<file path="src/rtl/bacf_pkg.sv">
`default_nettype none

package bacf_pkg;

  typedef enum logic [4:0] {
    OP_ADD     = 5'd0,
    OP_ADC     = 5'd1,
    OP_SUB     = 5'd2,
    OP_SBC     = 5'd3,
    OP_AND     = 5'd4,
    OP_XOR     = 5'd5,
    OP_OR      = 5'd6,
    OP_CP      = 5'd7,
    OP_INC     = 5'd8,
    OP_DEC     = 5'd9,
    OP_RLCA    = 5'd10,
    OP_RRCA    = 5'd11,
    OP_RLA     = 5'd12,
    OP_RRA     = 5'd13,
    OP_DAA     = 5'd14,
    OP_CPL     = 5'd15,
    OP_SCF     = 5'd16,
    OP_CCF     = 5'd17,
    OP_RLC     = 5'd18,
    OP_RRC     = 5'd19,
    OP_RL      = 5'd20,
    OP_RR      = 5'd21,
    OP_SLA     = 5'd22,
    OP_SRA     = 5'd23,
    OP_SWAP    = 5'd24,
    OP_SRL     = 5'd25,
    OP_BIT     = 5'd26,
    OP_RES     = 5'd27,
    OP_SET     = 5'd28,
    OP_ADD16   = 5'd29,
    OP_ADD_SP  = 5'd30
  } op_t;

  typedef struct packed {
    logic z;
    logic n;
    logic h;
    logic c;
  } flags_t;

  typedef struct packed {
    logic [4:0]  operation;
    logic [7:0]  operand_a;
    logic [7:0]  operand_b;
    logic [15:0] wide_a;
    logic [15:0] wide_b;
    logic [2:0]  bit_index;
    flags_t      flags;
  } alu_req_t;

  typedef struct packed {
    logic [15:0] result;
    logic        written;
    flags_t      flags;
  } alu_res_t;

  localparam logic [7:0] DaaLowAdjust  = 8'h06;
  localparam logic [7:0] DaaHighAdjust = 8'h60;
  localparam logic [9:0] DaaHighLimit  = 10'h09F;
  localparam logic [3:0] DaaDigitMax   = 4'd9;

endpackage

`default_nettype wire

</file>
<file path="src/rtl/bacf_alu.sv">
`default_nettype none

module bacf_alu
  import bacf_pkg::*;
(
  input  wire alu_req_t req,
  output alu_res_t      res
);

  logic [7:0]  a;
  logic [7:0]  b;
  flags_t      f;
  logic        cin;
  logic [8:0]  add_sum;
  logic [4:0]  add_half;
  logic [8:0]  sub_diff;
  logic [4:0]  sub_half;
  logic        use_carry_add;
  logic        use_carry_sub;
  logic [7:0]  inc_val;
  logic [7:0]  dec_val;
  logic [9:0]  daa_up1;
  logic [9:0]  daa_up2;
  logic [7:0]  daa_dn;
  logic [7:0]  daa_val;
  logic        daa_carry;
  logic [16:0] w_sum;
  logic [12:0] w_half;
  logic [15:0] sp_sum;
  logic [4:0]  sp_half;
  logic [8:0]  sp_low;
  logic [7:0]  bit_mask;
  logic [7:0]  r8;
  op_t         op;

  assign a   = req.operand_a;
  assign b   = req.operand_b;
  assign f   = req.flags;
  assign cin = f.c;
  assign op  = op_t'(req.operation);

  assign use_carry_add = (op == OP_ADC) && cin;
  assign use_carry_sub = (op == OP_SBC) && cin;

  assign add_sum  = {1'b0, a} + {1'b0, b} + {8'd0, use_carry_add};
  assign add_half = {1'b0, a[3:0]} + {1'b0, b[3:0]} + {4'd0, use_carry_add};
  assign sub_diff = {1'b0, a} - {1'b0, b} - {8'd0, use_carry_sub};
  assign sub_half = {1'b0, a[3:0]} - {1'b0, b[3:0]} - {4'd0, use_carry_sub};

  assign inc_val = a + 8'd1;
  assign dec_val = a - 8'd1;

  // decimal adjust after add or subtract
  assign daa_up1 = (f.h || (a[3:0] > DaaDigitMax)) ? ({2'b00, a} + {2'b00, DaaLowAdjust})
                                                   : {2'b00, a};
  assign daa_up2 = (f.c || (daa_up1 > DaaHighLimit)) ? (daa_up1 + {2'b00, DaaHighAdjust})
                                                     : daa_up1;
  assign daa_dn  = a - (f.h ? DaaLowAdjust : 8'd0) - (f.c ? DaaHighAdjust : 8'd0);
  assign daa_val   = f.n ? daa_dn : daa_up2[7:0];
  assign daa_carry = f.n ? f.c : (f.c || daa_up2[8]);

  assign w_sum  = {1'b0, req.wide_a} + {1'b0, req.wide_b};
  assign w_half = {1'b0, req.wide_a[11:0]} + {1'b0, req.wide_b[11:0]};

  assign sp_sum  = req.wide_a + {{8{b[7]}}, b};
  assign sp_half = {1'b0, req.wide_a[3:0]} + {1'b0, b[3:0]};
  assign sp_low  = {1'b0, req.wide_a[7:0]} + {1'b0, b};

  assign bit_mask = 8'd1 << req.bit_index;

  always_comb begin
    r8          = 8'd0;
    res.result  = 16'd0;
    res.written = 1'b1;
    res.flags   = f;
    case (op)
      OP_ADD, OP_ADC: begin
        r8        = add_sum[7:0];
        res.flags = '{z: (r8 == 8'd0), n: 1'b0, h: add_half[4], c: add_sum[8]};
      end
      OP_SUB, OP_SBC, OP_CP: begin
        r8        = sub_diff[7:0];
        res.flags = '{z: (r8 == 8'd0), n: 1'b1, h: sub_half[4], c: sub_diff[8]};
        if (op == OP_CP) begin
          r8          = 8'd0;
          res.written = 1'b0;
        end
      end
      OP_AND: begin
        r8        = a & b;
        res.flags = '{z: (r8 == 8'd0), n: 1'b0, h: 1'b1, c: 1'b0};
      end
      OP_XOR: begin
        r8        = a ^ b;
        res.flags = '{z: (r8 == 8'd0), n: 1'b0, h: 1'b0, c: 1'b0};
      end
      OP_OR: begin
        r8        = a | b;
        res.flags = '{z: (r8 == 8'd0), n: 1'b0, h: 1'b0, c: 1'b0};
      end
      OP_INC: begin
        r8        = inc_val;
        res.flags = '{z: (r8 == 8'd0), n: 1'b0, h: (r8[3:0] == 4'd0), c: cin};
      end
      OP_DEC: begin
        r8        = dec_val;
        res.flags = '{z: (r8 == 8'd0), n: 1'b1, h: (a[3:0] == 4'd0), c: cin};
      end
      OP_RLCA, OP_RLC: begin
        r8        = {a[6:0], a[7]};
        res.flags = '{z: 1'b0, n: 1'b0, h: 1'b0, c: a[7]};
      end
      OP_RRCA, OP_RRC: begin
        r8        = {a[0], a[7:1]};
        res.flags = '{z: 1'b0, n: 1'b0, h: 1'b0, c: a[0]};
      end
      OP_RLA, OP_RL: begin
        r8        = {a[6:0], cin};
        res.flags = '{z: 1'b0, n: 1'b0, h: 1'b0, c: a[7]};
      end
      OP_RRA, OP_RR: begin
        r8        = {cin, a[7:1]};
        res.flags = '{z: 1'b0, n: 1'b0, h: 1'b0, c: a[0]};
      end
      OP_SLA: begin
        r8        = {a[6:0], 1'b0};
        res.flags = '{z: 1'b0, n: 1'b0, h: 1'b0, c: a[7]};
      end
      OP_SRA: begin
        r8        = {a[7], a[7:1]};
        res.flags = '{z: 1'b0, n: 1'b0, h: 1'b0, c: a[0]};
      end
      OP_SWAP: begin
        r8        = {a[3:0], a[7:4]};
        res.flags = '{z: 1'b0, n: 1'b0, h: 1'b0, c: 1'b0};
      end
      OP_SRL: begin
        r8        = {1'b0, a[7:1]};
        res.flags = '{z: 1'b0, n: 1'b0, h: 1'b0, c: a[0]};
      end
      OP_DAA: begin
        r8        = daa_val;
        res.flags = '{z: (r8 == 8'd0), n: f.n, h: 1'b0, c: daa_carry};
      end
      OP_CPL: begin
        r8        = ~a;
        res.flags = '{z: f.z, n: 1'b1, h: 1'b1, c: f.c};
      end
      OP_SCF: begin
        res.written = 1'b0;
        res.flags   = '{z: f.z, n: 1'b0, h: 1'b0, c: 1'b1};
      end
      OP_CCF: begin
        res.written = 1'b0;
        res.flags   = '{z: f.z, n: 1'b0, h: 1'b0, c: ~cin};
      end
      OP_BIT: begin
        res.written = 1'b0;
        res.flags   = '{z: ~a[req.bit_index], n: 1'b0, h: 1'b1, c: cin};
      end
      OP_RES: begin
        r8 = a & ~bit_mask;
      end
      OP_SET: begin
        r8 = a | bit_mask;
      end
      OP_ADD16: begin
        res.flags = '{z: f.z, n: 1'b0, h: w_half[12], c: w_sum[16]};
      end
      OP_ADD_SP: begin
        res.flags = '{z: 1'b0, n: 1'b0, h: sp_half[4], c: sp_low[8]};
      end
      default: begin
        res.written = 1'b0;
      end
    endcase

    // prefixed rotates and shifts take zero from the result
    case (op)
      OP_RLC, OP_RRC, OP_RL, OP_RR, OP_SLA, OP_SRA, OP_SWAP, OP_SRL: begin
        res.flags.z = (r8 == 8'd0);
      end
      default: begin
      end
    endcase

    case (op)
      OP_ADD16:   res.result = w_sum[15:0];
      OP_ADD_SP:  res.result = sp_sum;
      default:    res.result = {8'd0, r8};
    endcase
  end

endmodule

`default_nettype wire

</file>
<file path="src/rtl/byte_alu_with_bcd_flags_core.sv">
`default_nettype none

// channel   handshake              payload
// input     in_valid / in_ready    operation operand_a operand_b wide_a wide_b bit_index flags_in
// output    out_valid / out_ready  result result_written flags_out
//
// one transaction per cycle sustained while out_ready holds; input and result registers lie between input and output
// input register feeds one combinational alu pass into the result register
// an output stall holds the result and the input register can still take one transaction
// rst clears both valid bits; payload registers are not reset

module byte_alu_with_bcd_flags_core
  import bacf_pkg::*;
(
  input  wire logic        clk,
  input  wire logic        rst,
  input  wire logic        in_valid,
  output logic             in_ready,
  input  wire logic [4:0]  operation,
  input  wire logic [7:0]  operand_a,
  input  wire logic [7:0]  operand_b,
  input  wire logic [15:0] wide_a,
  input  wire logic [15:0] wide_b,
  input  wire logic [2:0]  bit_index,
  input  wire logic [3:0]  flags_in,
  output logic             out_valid,
  input  wire logic        out_ready,
  output logic [15:0]      result,
  output logic             result_written,
  output logic [3:0]       flags_out
);

  logic     req_valid;
  alu_req_t req;
  logic     res_valid;
  alu_res_t res;
  alu_res_t alu_out;
  logic     res_ready;

  assign res_ready = ~res_valid | out_ready;
  assign in_ready  = ~req_valid | res_ready;

  always_ff @(posedge clk) begin
    if (rst) begin
      req_valid <= 1'b0;
      res_valid <= 1'b0;
    end else begin
      if (in_ready) begin
        req_valid <= in_valid;
      end
      if (res_ready) begin
        res_valid <= req_valid;
      end
    end
  end

  always_ff @(posedge clk) begin
    if (in_valid && in_ready) begin
      req <= '{operation: operation, operand_a: operand_a, operand_b: operand_b,
               wide_a: wide_a, wide_b: wide_b, bit_index: bit_index,
               flags: flags_t'(flags_in)};
    end
    if (req_valid && res_ready) begin
      res <= alu_out;
    end
  end

  bacf_alu u_alu (
    .req (req),
    .res (alu_out)
  );

  assign out_valid      = res_valid;
  assign result         = res.result;
  assign result_written = res.written;
  assign flags_out      = res.flags;

endmodule

`default_nettype wire
</file>
<file path="config.mk">
export PLATFORM = sky130hd
export DESIGN_NAME = byte_alu_with_bcd_flags_core
export DESIGN_NICKNAME = d
export VERILOG_FILES = /design/src/rtl/bacf_pkg.sv /design/src/rtl/bacf_alu.sv /design/src/rtl/byte_alu_with_bcd_flags_core.sv
export SDC_FILE = /design/constraint.sdc
export NUM_CORES = 1
export LEC_CHECK = 0
export ABC_CLOCK_PERIOD_IN_PS = 9300
export BUFFER_PORTS_ARGS = -buffer_cell sky130_fd_sc_hd__buf_2
export CAP_MARGIN = 10
export CORE_ASPECT_RATIO = 1.75
export CORE_UTILIZATION = 65
export CTS_BUF_LIST = sky130_fd_sc_hd__clkbuf_8 sky130_fd_sc_hd__clkbuf_16
export CTS_CLUSTER_SIZE = 16
export DETAILED_ROUTE_END_ITERATION = 12
export PLACE_DENSITY = 0.95
export SYNTH_ARGS = -nofsm -noshare
export SYNTH_HDL_FRONTEND = slang
export SYNTH_HIERARCHICAL = 1
export SYNTH_SLANG_ARGS = --single-unit
</file>
<file path="constraint.sdc">
create_clock -name clk -period 9.3 [get_ports clk]
set_clock_uncertainty 0.15 [all_clocks]
set_input_delay 1.395 -clock clk [delete_from_list [all_inputs] [get_ports clk]]
set_output_delay 1.395 -clock clk [all_outputs]
set_load 0.1 [all_outputs]
</file>
==> impl_metrics.toml <==
[clock_network]
clock_path_buffers = 2
cts_tree = "built"
cts_hold_repair.buffers = 0
cts.clk_slew.worst_paths_ps = 70
cts-root-buf = "clkbuf_16"
cts_htree_levels = 3
ctsResizeCount = 0
clkLatencyLatePin_ps = 340
cts_buffers = 9
cts_setup_buffers = 0
cts.sinks = 83

[final_layout]
nets = 1029
ff_latch_area_sq_mm = 0.00247
final_common_cell = "buf_2"
multiInputGateArea_sq_mm = 0.00487
final_core_util = 0.735
nFillCells = 793
drive_above_1_share = 0.158
mostFrequentLayoutCells = "86 x buf_2, 81 x edfxtp_1, 79 x ha_1, 65 x nor2_1, 45 x a21oi_1"
area_delta_synth_final_pct = 10.6
diodes = 0

[detailed_routing]
ant_nets = 0
drt_iter0_markers = 1043
viasPerCell = 7.32
drt_wl_total_mm = 27.7
first_pass_iters = 6
drc = 0
vias = 7466
routedWlPerCell_um = 27.2

[yosys]
synth-main-ff-cell = "edfxtp_1"
yosysWarnings = 6
syn-num-nets = 959
syn_avg_cell_area_sq_um = 9.45
yosysUniqueCellTypes = 88
ys_seq_area_frac = 0.323
synth_seq_cells = 83
syn_inst = 810
synth-edff-count = 81
synthesis.area_sq_mm = 0.00765
async_flop_share = 0

[critical_path]
path_max_fanout = 34
cp.arrival_ps = 4510
critPathRequiredTime_ps = 9310
cp_cell_sequence = "and2_1, nand4b_1, fa_1, fa_1, a32oi_1, o221ai_1, a21oi_1, nand3_1, nor2_1, nand4bb_1, o41ai_2"
rrSetupSlack_ps = 4800
cp_slowest_stage_delay_ps = 960
crit_type = "reg2reg"
end_kind = "register"
cpMostUsedCell = "fa_1"
crit_slowest_cell = "edfxtp_1"
cp-start-kind = "register"

[pwr]
p_seq_frac = 0.374
leakage_nw = 3.41
max-vdd-ir-drop_uv = 141
power_mw = 1.25
p_per_area_mw_per_mm2 = 148
comb_power_share = 0.331
swShare = 0.365
intPower_uw = 796
switchingPower_uw = 458
pwr-share-clk = 0.295

[min_path]
hold_path.class = "reg2reg"

[timing]
hold_viol_final = 0
min_period_ps = 4500
fmax_mhz = 222
hold-worst-slack_ps = 361
period_share = 0.484
setup_violations = 0
slew_viol_final = 0
rsz0062_at_grt = "no"
relSlewSlack = 0.177
tightest_slew_ps = 1230
setup_tns_ps = 0

[run_status]
status = "completed"

[global_routing]
grt_pass1_vias = 7319
grt-ovfl-total = 0
grt_first_pass_wirelength_mm = 41.6
antenna_found_initial = 0
grt_usage = 0.460
grt_max_degree = 61

[die]
ioPinCount = 87
die_w_um = 84.0
initial_core_util = 0.664
num_rows = 52
die_h_um = 146
die-area_sq_mm = 0.0122
core-area_sq_mm = 0.0115

[placement]
portBuffers = 86
dpl.hpwl_mm = 20.8
place.gp.congestion = 1.10

[job]
cap_violations = 0
-- cells by family (layout without fill, tap and decap cells) --
family,Yosys count,after routing,share of synthesized area
multiplexers,10,10,0.0172
adder cells (fa/ha/maj),85,85,0.145
XOR/XNOR,66,66,0.0756
flip-flops,83,83,0.323
AO/OA/AOI/OAI,222,222,0.212
AND/OR/NAND/NOR,268,268,0.187
buffers and inverters,76,151,0.0406
-- synth_stat cells (all sizes together), types with 17 or more instances --
cell type / instances / area, sq um
nand2: 44 / 165
xor2: 27 / 236
ha: 79 / 988
inv: 37 / 139
nand3: 22 / 110
o21ai: 35 / 183
clkbuf: 19 / 71.3
nor2: 65 / 244
nand2b: 17 / 106
nor3: 29 / 150
xnor2: 39 / 342
edfxtp: 81 / 2430
buf: 17 / 88.8
a21oi: 46 / 234
-- final cells by class --
cell class              count  area share
multi-input cells         651       0.576
well taps                 135      0.0200
flip-flops and latches     83       0.292
inverters                  40      0.0177
repair buffers             95      0.0589
clock buffers               9      0.0266
clock inverters             7     0.00902
-- power by group through the flow --
stage / Sequential [mW] / Combinational (mW) / Clock (mW)
6_report: 0.469 / 0.415 / 0.370
5_1_grt: 0.471 / 0.437 / 0.383
4_1_cts: 0.468 / 0.398 / 0.370
3_5_place_dp: 0.476 / 0.395 / 0
3_3_place_gp: 0.474 / 0.386 / 0
2_1_floorplan: 0.504 / 0.256 / 0
-- per-layer routing --
metal / GRT usage / up-vias / routed length [um]
met3: 0.104 / 179 / 2430
met2: 0.757 / 553 / 13100
li1: - / 3229 / -
met5: 0.0289 / - / 48
met4: 0.402 / 2 / 2960
met1: 0.489 / 3503 / 9160
-- final timing paths --
kind	startpoint	end	cells after the start
setup reg to reg	req[56]	flags_out[3]	11
hold / removal	req_valid	out_valid	2
hold reg to reg	req_valid	out_valid	2
setup / recovery	req[56]	flags_out[3]	11
-- per-stage QoR --
| step | setup WS, ps | std cells | instance area (sq um) |
|---|---|---|---|
| 6_report | 4800 | 1020 | 8460 |
| 5_1_grt | 4670 | 1020 | 8460 |
| 4_1_cts | 5020 | 1020 | 8460 |
| 3_5_place_dp | 5060 | 1004 | 8160 |
| 3_3_place_gp | 5220 | 1004 | 8160 |
| 2_1_floorplan | 5720 | 810 | 7650 |
-- sequential cells by signal, summed over array words and instances (netlist names) --
name,count
req_valid,1
result_written,1
flags_out,4
result,16
out_valid,1
req,60
-- worst max-delay path, delay by kind of cell (launching register included) --
kind,cells,cell delay [ps]
compound gates,4,1320
flops,1,960
simple gates,5,960
fa+ha+maj,2,940
Note: power is estimated with default switching activity, not from simulation.
